[config.mk]
export PLATFORM = sky130hd
export DESIGN_NAME = i2c_bit_level_master
export DESIGN_NICKNAME = d
export VERILOG_FILES = /design/src/hw/rtl/i2cbm_pkg.sv /design/src/hw/rtl/i2cbm_seq.sv /design/src/hw/rtl/i2c_bit_level_master.sv
export SDC_FILE = /design/constraint.sdc
export NUM_CORES = 1
export LEC_CHECK = 0
export BUFFER_PORTS_ARGS = -buffer_cell sky130_fd_sc_hd__buf_2
export CORE_ASPECT_RATIO = 1.25
export CORE_MARGIN = 3
export CORE_UTILIZATION = 35
export DETAILED_ROUTE_END_ITERATION = 10
export MAX_ROUTING_LAYER = met4
export RECOVER_POWER = 50
export SYNTH_ARGS = -nofsm -noshare
export SYNTH_HDL_FRONTEND = slang
export SYNTH_SLANG_ARGS = --single-unit
[constraint.sdc]
create_clock -name clk -period 7.3 [get_ports clk]
set_clock_uncertainty 0.1 [all_clocks]
set_input_delay 0.365 -clock clk [delete_from_list [all_inputs] [get_ports clk]]
set_output_delay 0.365 -clock clk [all_outputs]
set_load 0.01 [all_outputs]
[src/hw/rtl/i2cbm_pkg.sv]
// ----------------------------------------------------------------------------
// i2cbm_pkg
// Shared types and codes for the I2C bit-level master.
// ----------------------------------------------------------------------------
package i2cbm_pkg;

  typedef enum logic [2:0] {
    CMD_NONE     = 3'd0,
    CMD_START    = 3'd1,
    CMD_STOP     = 3'd2,
    CMD_SEND     = 3'd3,
    CMD_WAIT_ACK = 3'd4,
    CMD_READ     = 3'd5
  } cmd_t;

  typedef enum logic [0:0] {
    REG_HALF_PERIOD = 1'b0,
    REG_ACK_LIMIT   = 1'b1
  } reg_idx_t;

  localparam logic [7:0] HALF_PERIOD_RESET = 8'd4;
  localparam logic [7:0] ACK_LIMIT_RESET   = 8'd250;
  localparam logic [2:0] BIT_LAST          = 3'd7;

  typedef enum logic [12:0] {
    PH_IDLE       = 13'b0000000000001,
    PH_START_A    = 13'b0000000000010,
    PH_START_B    = 13'b0000000000100,
    PH_STOP_A     = 13'b0000000001000,
    PH_STOP_B     = 13'b0000000010000,
    PH_SEND_DATA  = 13'b0000000100000,
    PH_SEND_HIGH  = 13'b0000001000000,
    PH_SEND_LOW   = 13'b0000010000000,
    PH_ACK_WAIT   = 13'b0000100000000,
    PH_READ_LOW   = 13'b0001000000000,
    PH_READ_HIGH  = 13'b0010000000000,
    PH_RACK_SETUP = 13'b0100000000000,
    PH_RACK_HIGH  = 13'b1000000000000
  } phase_t;

  typedef struct packed {
    logic [7:0] half_period;
    logic [7:0] ack_limit;
  } cfg_t;

  typedef struct packed {
    logic       scl;
    logic       sda;
    logic       drive;
    logic       busy;
    logic       done;
    logic [7:0] rdata;
    logic       status;
  } res_t;

endpackage

[src/hw/rtl/i2cbm_seq.sv]
// ----------------------------------------------------------------------------
// i2cbm_seq
// Bus sequencer: state registers plus the next-state and result logic for
// one timing tick.
// ----------------------------------------------------------------------------
module i2cbm_seq (
  input  logic              clk,
  input  logic              rst,
  input  logic              step,
  input  i2cbm_pkg::cfg_t   cfg,
  input  logic [2:0]        command,
  input  logic [7:0]        data_byte,
  input  logic              send_ack,
  input  logic              sda_in,
  output i2cbm_pkg::res_t   res
);
  import i2cbm_pkg::*;

  phase_t     phase, phase_next;
  logic [7:0] delay_count, delay_count_next;
  logic [2:0] bit_counter, bit_counter_next;
  logic [7:0] shift_word, shift_word_next;
  logic [7:0] ack_wait_count, ack_wait_count_next;
  logic [2:0] active_command, active_command_next;
  logic       ack_choice, ack_choice_next;
  logic       scl_reg, scl_reg_next;
  logic       sda_reg, sda_reg_next;
  logic       drive_reg, drive_reg_next;
  logic       status_reg, status_reg_next;
  logic [7:0] read_reg, read_reg_next;
  logic       done;
  logic [7:0] dc_dec;
  logic [7:0] load;

  assign load   = (cfg.half_period == 8'd0) ? 8'd1 : cfg.half_period;
  assign dc_dec = (delay_count != 8'd0) ? delay_count - 8'd1 : 8'd0;

  always_comb begin
    phase_next          = phase;
    delay_count_next    = delay_count;
    bit_counter_next    = bit_counter;
    shift_word_next     = shift_word;
    ack_wait_count_next = ack_wait_count;
    active_command_next = active_command;
    ack_choice_next     = ack_choice;
    scl_reg_next        = scl_reg;
    sda_reg_next        = sda_reg;
    drive_reg_next      = drive_reg;
    status_reg_next     = status_reg;
    read_reg_next       = read_reg;
    done                = 1'b0;
    if (phase == PH_IDLE) begin
      if (command >= CMD_START && command <= CMD_READ) begin
        active_command_next = command;
        status_reg_next     = 1'b0;
        delay_count_next    = load;
      end
      unique case (command)
        CMD_START: begin
          drive_reg_next = 1'b1;
          sda_reg_next   = 1'b1;
          scl_reg_next   = 1'b1;
          phase_next     = PH_START_A;
        end
        CMD_STOP: begin
          drive_reg_next = 1'b1;
          sda_reg_next   = 1'b0;
          scl_reg_next   = 1'b0;
          phase_next     = PH_STOP_A;
        end
        CMD_SEND: begin
          drive_reg_next   = 1'b1;
          scl_reg_next     = 1'b0;
          bit_counter_next = 3'd0;
          shift_word_next  = data_byte;
          sda_reg_next     = data_byte[7];
          phase_next       = PH_SEND_DATA;
        end
        CMD_WAIT_ACK: begin
          drive_reg_next      = 1'b0;
          sda_reg_next        = 1'b1;
          scl_reg_next        = 1'b1;
          ack_wait_count_next = 8'd0;
          phase_next          = PH_ACK_WAIT;
        end
        CMD_READ: begin
          drive_reg_next   = 1'b0;
          sda_reg_next     = 1'b1;
          scl_reg_next     = 1'b0;
          bit_counter_next = 3'd0;
          shift_word_next  = 8'd0;
          ack_choice_next  = send_ack;
          phase_next       = PH_READ_LOW;
        end
        default: begin
        end
      endcase
    end else begin
      delay_count_next = dc_dec;
      if (dc_dec == 8'd0) begin
        unique case (phase)
          PH_START_A: begin
            sda_reg_next     = 1'b0;
            phase_next       = PH_START_B;
            delay_count_next = load;
          end
          PH_START_B: begin
            scl_reg_next = 1'b0;
            done         = 1'b1;
          end
          PH_STOP_A: begin
            scl_reg_next     = 1'b1;
            phase_next       = PH_STOP_B;
            delay_count_next = load;
          end
          PH_STOP_B: begin
            sda_reg_next = 1'b1;
            if (active_command == CMD_WAIT_ACK) begin
              status_reg_next = 1'b1;
            end
            done = 1'b1;
          end
          PH_SEND_DATA: begin
            scl_reg_next     = 1'b1;
            phase_next       = PH_SEND_HIGH;
            delay_count_next = load;
          end
          PH_SEND_HIGH: begin
            scl_reg_next     = 1'b0;
            phase_next       = PH_SEND_LOW;
            delay_count_next = load;
          end
          PH_SEND_LOW: begin
            if (bit_counter != BIT_LAST) begin
              bit_counter_next = bit_counter + 3'd1;
              shift_word_next  = {shift_word[6:0], 1'b0};
              sda_reg_next     = shift_word[6];
              phase_next       = PH_SEND_DATA;
              delay_count_next = load;
            end else begin
              sda_reg_next = 1'b1;
              done         = 1'b1;
            end
          end
          PH_ACK_WAIT: begin
            if (!sda_in) begin
              scl_reg_next = 1'b0;
              done         = 1'b1;
            end else if (ack_wait_count >= cfg.ack_limit) begin
              // timeout: fall into a stop condition
              drive_reg_next   = 1'b1;
              sda_reg_next     = 1'b0;
              scl_reg_next     = 1'b0;
              phase_next       = PH_STOP_A;
              delay_count_next = load;
            end else begin
              ack_wait_count_next = ack_wait_count + 8'd1;
              delay_count_next    = load;
            end
          end
          PH_READ_LOW: begin
            scl_reg_next     = 1'b1;
            shift_word_next  = {shift_word[6:0], sda_in};
            phase_next       = PH_READ_HIGH;
            delay_count_next = load;
          end
          PH_READ_HIGH: begin
            scl_reg_next     = 1'b0;
            delay_count_next = load;
            if (bit_counter != BIT_LAST) begin
              bit_counter_next = bit_counter + 3'd1;
              phase_next       = PH_READ_LOW;
            end else begin
              drive_reg_next = 1'b1;
              sda_reg_next   = ~ack_choice;
              phase_next     = PH_RACK_SETUP;
            end
          end
          PH_RACK_SETUP: begin
            scl_reg_next     = 1'b1;
            phase_next       = PH_RACK_HIGH;
            delay_count_next = load;
          end
          PH_RACK_HIGH: begin
            scl_reg_next  = 1'b0;
            read_reg_next = shift_word;
            done          = 1'b1;
          end
          default: begin
            phase_next = PH_IDLE;
          end
        endcase
        if (done) begin
          phase_next = PH_IDLE;
        end
      end
    end
  end

  always_ff @(posedge clk) begin
    if (rst) begin
      phase          <= PH_IDLE;
      delay_count    <= 8'd0;
      bit_counter    <= 3'd0;
      shift_word     <= 8'd0;
      ack_wait_count <= 8'd0;
      active_command <= CMD_NONE;
      ack_choice     <= 1'b0;
      scl_reg        <= 1'b1;
      sda_reg        <= 1'b1;
      drive_reg      <= 1'b1;
      status_reg     <= 1'b0;
      read_reg       <= 8'd0;
    end else if (step) begin
      phase          <= phase_next;
      delay_count    <= delay_count_next;
      bit_counter    <= bit_counter_next;
      shift_word     <= shift_word_next;
      ack_wait_count <= ack_wait_count_next;
      active_command <= active_command_next;
      ack_choice     <= ack_choice_next;
      scl_reg        <= scl_reg_next;
      sda_reg        <= sda_reg_next;
      drive_reg      <= drive_reg_next;
      status_reg     <= status_reg_next;
      read_reg       <= read_reg_next;
    end
  end

  always_comb begin
    res.scl    = scl_reg_next;
    res.sda    = drive_reg_next ? sda_reg_next : 1'b1;
    res.drive  = drive_reg_next;
    res.busy   = (phase_next != PH_IDLE);
    res.done   = done;
    res.rdata  = read_reg_next;
    res.status = status_reg_next;
  end

  a_hold_during_delay: assert property (@(posedge clk) disable iff (rst)
    step && phase != PH_IDLE && delay_count > 8'd1 |-> phase_next == phase)
    else $error("phase moved before its delay ran out");

  a_done_only_busy: assert property (@(posedge clk) disable iff (rst)
    done |-> phase != PH_IDLE)
    else $error("done raised from idle");

  a_stall_freezes: assert property (@(posedge clk) disable iff (rst)
    !step |=> $stable(phase) && $stable(delay_count))
    else $error("state changed without a beat");

endmodule

[src/hw/rtl/i2c_bit_level_master.sv]
// ----------------------------------------------------------------------------
// i2c_bit_level_master
// Results: one result beat per input beat, registered and valid in the cycle after acceptance.
// Throughput: one tick per cycle while input is valid and not stalled; the sequencer state updates in one pass.
// A full output register that is stalled holds off the input side.
// Reset: idle, SCL/SDA high and driven, delays 4 ticks, ack limit 250.
// ----------------------------------------------------------------------------
module i2c_bit_level_master (
  input  logic       clk,
  input  logic       rst,
  input  logic       cfg_we,
  input  logic [0:0] cfg_index,
  input  logic [7:0] cfg_data,
  input  logic       in_valid,
  output logic       in_stall,
  input  logic [2:0] command,
  input  logic [7:0] data_byte,
  input  logic       send_ack,
  input  logic       sda_in,
  output logic       out_valid,
  input  logic       out_stall,
  output logic       scl_level,
  output logic       sda_level,
  output logic       sda_drive_enable,
  output logic       busy_res,
  output logic       done_res,
  output logic [7:0] read_data,
  output logic       status
);
  import i2cbm_pkg::*;

  cfg_t cfg;
  res_t res;
  res_t res_q;
  logic step;

  assign in_stall = out_valid && out_stall;
  assign step     = in_valid && !in_stall;

  always_ff @(posedge clk) begin
    if (rst) begin
      cfg.half_period <= HALF_PERIOD_RESET;
      cfg.ack_limit   <= ACK_LIMIT_RESET;
    end else if (cfg_we) begin
      unique case (cfg_index)
        REG_HALF_PERIOD: cfg.half_period <= cfg_data;
        REG_ACK_LIMIT:   cfg.ack_limit   <= cfg_data;
        default: begin
        end
      endcase
    end
  end

  i2cbm_seq u_seq (
    .clk       (clk),
    .rst       (rst),
    .step      (step),
    .cfg       (cfg),
    .command   (command),
    .data_byte (data_byte),
    .send_ack  (send_ack),
    .sda_in    (sda_in),
    .res       (res)
  );

  always_ff @(posedge clk) begin
    if (rst) begin
      out_valid <= 1'b0;
    end else if (step) begin
      out_valid <= 1'b1;
    end else if (!out_stall) begin
      out_valid <= 1'b0;
    end
  end

  always_ff @(posedge clk) begin
    if (step) begin
      res_q <= res;
    end
  end

  assign scl_level        = res_q.scl;
  assign sda_level        = res_q.sda;
  assign sda_drive_enable = res_q.drive;
  assign busy_res         = res_q.busy;
  assign done_res         = res_q.done;
  assign read_data        = res_q.rdata;
  assign status           = res_q.status;

  a_beat_gives_result: assert property (@(posedge clk) disable iff (rst)
    step |=> out_valid)
    else $error("accepted beat left no result");

  a_done_not_busy: assert property (@(posedge clk) disable iff (rst)
    out_valid |-> !(done_res && busy_res))
    else $error("done and busy together");

  a_released_high: assert property (@(posedge clk) disable iff (rst)
    out_valid && !sda_drive_enable |-> sda_level)
    else $error("released SDA reported low");

endmodule
==> reports/qor.yml, run 1 <==
grt_pass1_wl_um: 21500
critPathCaptureType: "flop"
routed_via_density: 5.54
htree_levels: 3
core_area_um2: 13500
tightestPinTransition_ps: 3000
worstSetupPathType: "reg -> reg"
nFillCells: 1356
peakVddDrop_mv: 0.121
clock_path_buffers: 2
post_drt_wl_per_cell_um: 16.7
yosys-top-cells-area: "dfxtp_1, edfxtp_1, nor2_1"
min_period_ps: 4330
wl_met3_um: 545
diodes: 0
drv_slew: 96
leakagePower_nw: 2.19
yosysMostFrequentCell: "nor2_1"
cp_max_fo: 9
drive_gt1_frac: 0.111
hold_buffers: 0
numPlacedInstances: 774
rsz0062_at_grt: "false"
clk_pin_slew_ps: 60
cts-buffers-inserted: 9
synthArstFlopShare: 0
cts_root_buffer: "clkbuf_16"
grt_max_degree: 65
finalHoldViolCount: 0
fin_crit_sh: 0.593
rows: 47
synth_ff_type: "dfxtp_1"
drv_cap: 2
fmax_ghz: 0.231
met1_length_um: 5630
die_x_um: 112
dieArea_um2: 15500
hp-class: "in -> reg"
synth_seq_area_share: 0.384
antenna_found_initial: 0
finalSetupViolations: 0
synth.net_count: 628
yosys.area.top_type: "dfxtp_1"
synth_top_area_share: 0.298
cts_tree: "built"
largest_register_ffs: 16
fin_nets: 654
synthCells: 588
top_layer: "met4"
drc: 0
grt_pass1_vias: 4238
postCtsSetupBuffers: 0
io_buffer_count: 42
clk_latency_ps: 360
synth_cell_types: 66
clock-sinks: 87
avgSynthCellArea_um2: 8.34
ctsResizeCount: 0
io_pins: 43
synth_edf_count: 14
dr.first_iter.drc_count: 244
syn_to_final_growth_pct: 12.8
relSlewSlack: -1.00
regMostFlops: "cfg"
stdcell_count: 790
ys_warn_count: 0
ant_nets: 0
dr.pass1.iters: 5
grtUsageTotal: 0.176
power_density_nw_per_um2: 264
critPathLaunchType: "flop"
reg.largest.list: "cfg (16), u_seq.phase (13)"
worstPathRequired_ps: 7310
cp.arrival_ps: 4340
route.met2.wl_um: 6690
violations: "capacitance limit, slew limit"
hpwlAfterDp_um: 9280
globalplace.congestion: 0.958
yosys_register_bits: 87
grt_overflow: 0
synth.cells.most_frequent: "nor2_1, dfxtp_1, nand2_1, a21oi_1, o21ai_0"
via_count: 4373
outcome: "finished with violations"
syn_area_um2: 4900
die_h_um: 138
tns_ps: 0
initial_utilization: 0.364
wl_um: 13200
-- final timing paths --
| kind | slack, ps | end | startpoint | depth (start not counted) |
|---|---|---|---|---|
| worst max-delay path | 2970 | u_seq.read_reg[6] | u_seq.delay_count[0] | 9 |
| worst max register to register | 2970 | u_seq.read_reg[6] | u_seq.delay_count[0] | 9 |
| worst min-delay path | 150 | cfg[10] | cfg_data[2] | 3 |
| worst min register to register | 360 | cfg[2] | cfg[2] | 2 |
-- power by group --
part	switching [mW]	internal (mW)
combinational	0.220	0.123
sequential	0.0342	0.520
clock	0.195	0.370
-- critical path, stage by stage, from the launching register on --
cell     delay [ps]
dfxtp_1         400
inv_1           120
ha_1            260
xor2_1          170
o41a_4          440
nor3_1         1060
nand4_1         660
or2_1           600
mux2i_1         210
nor2_1           60
-- metrics by stage --
stage                     instance area, µm²  setup WS [ps]  hold WS [ps]   util  power [mW]
final                                   5530           2970           151  0.411        1.46
after global placement                  5220           4020           352  0.388       0.906
after CTS                               5580           3960           144  0.415        1.48
after floorplan                         4900           4680           332      -       0.814
after global routing                    5530           2690           157  0.411        1.53
after detailed placement                5220           3980           350  0.388       0.911
-- layout make-up --
| class | instances | area (µm²) | share of cell area |
|---|---|---|---|
| clock inverter | 5 | 129 | 0.0233 |
| inverter | 22 | 82.6 | 0.0149 |
| clock buffer | 11 | 233 | 0.0421 |
| tap | 171 | 214 | 0.0387 |
| multi-input combinational | 446 | 2760 | 0.500 |
| timing repair buffer | 48 | 228 | 0.0412 |
| sequential | 87 | 1880 | 0.340 |
-- layer usage --
layer | track usage | vias to the layer above
met4 | 0.0769 | 0
met5 | - | -
li1 | - | 2154
met2 | 0.300 | 115
met3 | 0.0319 | 25
met1 | 0.202 | 2079
-- layout by cell type (no fill, tap or decap), drive strengths merged, types with 3 or more instances in the layout --
master  Yosys  layout
ha         13      13
mux2i      21      21
a211oi      7       7
nor2b       7       7
nand4b      3       3
clkbuf     19      29
a21oi      40      40
o21ai      29      29
or2         4       4
edfxtp     14      14
or3         3       3
buf        14      30
nor4b       9       9
a311oi      3       3
mux2        9       9
xor2        5       5
a211o       8       8
xnor2      10      10
and3       10      10
bufinv      0       4
nand3      25      25
nor2       78      78
nor3       20      20
o31ai       3       3
o21a        3       3
nand2      69      69
nor4       11      11
a31oi       3       3
inv        22      23
and2        4       4
nand2b      6       6
nor3b       5       5
dfxtp      73      73
nand4      13      13
-- logic make-up after synthesis --
kind of cell,share of synthesized area
compound gates,0.159
xor+xnor,0.0268
fa+ha+maj,0.0332
buf+inv,0.0477
flops,0.384
mux,0.0635
simple gates,0.286
(Power assumes the default switching activity.)
==> inputs of run 2 (changes only) <==
==> constraint.sdc (replaced) <==
create_clock -name clk -period 4.5 [get_ports clk]
set_clock_uncertainty 0.1 [all_clocks]
set_input_delay 0.225 -clock clk [delete_from_list [all_inputs] [get_ports clk]]
set_output_delay 0.225 -clock clk [all_outputs]
set_load 0.01 [all_outputs]
==> run 2 against run 1 <==
Net effect:
- the flow still finishes with violations (capacitance limit, slew limit)
- worst setup slack got worse by 1900 ps
- register-to-register slack got worse by 1900 ps
- worst hold slack got worse by 130 ps
- power rose by 54%
- clock power rose by 36%
- first-iteration DRC count rose by 9.4%
- die area did not move
- critical path type unchanged
- critical endpoint is now u_seq.phase[6]
- largest cell class unchanged
- highest routed layer unchanged
==> reports/qor.yml, run 2 (synthesis gave the netlist of run 1 again) <==
swShare: 0.338  # +0.0306
wl_um: 13500  # +2.5%
clk_latency_ps: 350  # about the same
globalplace.congestion: 0.945  # -1.4%
drv_cap: 2  # unchanged
finalHoldViolCount: 0  # unchanged
die_x_um: 112  # unchanged
r2r_setup_slack_ps: 1070  # -1890 ps
p_sw_mw: 0.759  # +69%
clk_pin_slew_ps: 70  # about the same
clock_path_buffers: 2  # unchanged
core_area_um2: 13500  # unchanged
hold_buffers: 0  # unchanged
grt_max_degree: 38  # -42%
numPlacedInstances: 777  # +0.39%
io_buffer_count: 42  # unchanged
pwr-share-comb: 0.258  # +0.024
cp.arrival_ps: 3600  # -740 ps
clock_power_share: 0.342  # -0.045
tns_ps: 0  # unchanged
antenna_found_initial: 0  # unchanged
hpwlAfterDp_um: 10000  # +7.8%
rsz0062_at_grt: "false"
finalSetupViolations: 0  # unchanged
reg.largest.list: "cfg (16), u_seq.phase (13)"
crit_slowest_cell: "clkbuf_1"
path_common_cell: "nand2_1"
postCtsSetupBuffers: 0  # unchanged
fin_crit_sh: 0.761  # +0.168
grtUsageTotal: 0.181  # +0.00468
via_count: 4424  # +1.2%
leakagePower_nw: 2.17  # -0.72%
regMostFlops: "cfg"
grt_overflow: 0  # unchanged
syn_to_final_growth_pct: 12.5
hold_start: "in_valid"
grt_pass1_vias: 4393  # +3.7%
min_period_ps: 3430  # -905 ps
finish.utilization: 0.410  # -0.00102
power_mw: 2.25  # +54%
fin_ws_ps: 1070  # -1890 ps
nFillCells: 1370  # +1.0%
stdcell_count: 793  # +0.38%
htree_levels: 3  # unchanged
max_stage_delay_ps: 1140  # +80 ps
tightestPinTransition_ps: 1790  # -1210 ps
cp_top_family: "buffers and inverters"
routed_via_density: 5.58  # +0.78%
critPathCaptureType: "flop"
cts_root_buffer: "clkbuf_16"
crit_path_start: "out_valid"
ant_nets: 0  # unchanged
final_cell_mix: "nor2_1, dfxtp_1, nand2_1"
fmax_ghz: 0.292  # +26%
post_drt_wl_per_cell_um: 17.1  # +2.1%
drc: 0  # unchanged
ctsResizeCount: 0  # unchanged
critPathLaunchType: "flop"
dr.first_iter.drc_count: 267  # +9.4%
drv_slew: 69  # -28%
peakVddDrop_mv: 0.226  # +87%
relSlewSlack: -0.195  # +0.806
largest_register_ffs: 16  # unchanged
r2r_start: "out_valid"
worstSetupPathType: "reg -> reg"
cts-buffers-inserted: 9  # unchanged
internal-power_mw: 1.49  # +47%
violations: "capacitance limit, slew limit"
dieArea_um2: 15500  # unchanged
cp_max_fo: 30  # +21
dp_slack_ps: 1410  # -2560 ps
io_pins: 43  # unchanged
worstPathRequired_ps: 4670  # -2640 ps
diodes: 0  # unchanged
dr.pass1.iters: 5  # unchanged
cts_tree: "built"
initial_utilization: 0.364  # unchanged
power_frac_seq: 0.400  # +0.021
rows: 47  # unchanged
fin_nets: 657  # +0.46%
grt_pass1_wl_um: 22300  # +3.9%
power_density_nw_per_um2: 407  # +54%
critPathBufInv: 2  # +1
outcome: "finished with violations"
layout_commonest_cell: "nor2_1"
die_h_um: 138  # unchanged
drive_gt1_frac: 0.119  # +0.00750
hp-class: "in -> reg"
clock-sinks: 87  # unchanged
worstPathCellList: "nand2_1 -> nand2_1 -> clkbuf_1 -> inv_1 -> o21ai_0 -> nor2b_1 -> nand2_1 -> o31ai_2"
run 2: worst reg2reg max path, cell delays in order, from the launching register on:
cell	delay, ps
dfxtp_1	340
nand2_1	70
nand2_1	70
clkbuf_1	1140
inv_1	670
o21ai_0	380
nor2b_1	400
nand2_1	120
o31ai_2	70
run 2: power by group through the flow:
stage | Sequential [mW] | Combinational (mW) | Clock [mW]
after global routing | 0.907 | 0.642 | 0.816
after CTS | 0.897 | 0.583 | 0.789
after detailed placement | 0.915 | 0.578 | 0
after floorplan | 0.897 | 0.423 | 0
final | 0.898 | 0.579 | 0.769
after global placement | 0.912 | 0.575 | 0
run 2: final timing paths:
| check | endpoint | cells after the start |
|---|---|---|
| setup / recovery | u_seq.phase[6] | 8 |
| hold / removal | out_valid | 3 |
| setup reg to reg | u_seq.phase[6] | 8 |
| hold reg to reg | u_seq.active_command[0] | 2 |
run 2: per-stage QoR:
step,hold slack (ps),cell area [µm²]
global placement,343,5250
CTS,19.0,5550
finish,18.8,5520
floorplan,246,4900
detailed placement,350,5250
global route,39.4,5520
run 2: metal layers:
metal  vias to the layer above  global-route usage  share of wire
met4                         0              0.0775          0.032
li1                       2171                   -              -
met3                        33              0.0297          0.040
met2                       116               0.313           0.50
met1                      2104               0.206           0.43
met5                         -                   -              0
run 2: layout make-up:
type | instances | area, µm² | area share
clock inverters | 7 | 78.8 | 0.0143
multi-input cells | 446 | 2790 | 0.506
clock buffers | 9 | 225 | 0.0408
well taps | 171 | 214 | 0.0388
inverters | 22 | 82.6 | 0.0150
repair buffers | 51 | 245 | 0.0445
flip-flops and latches | 87 | 1880 | 0.341
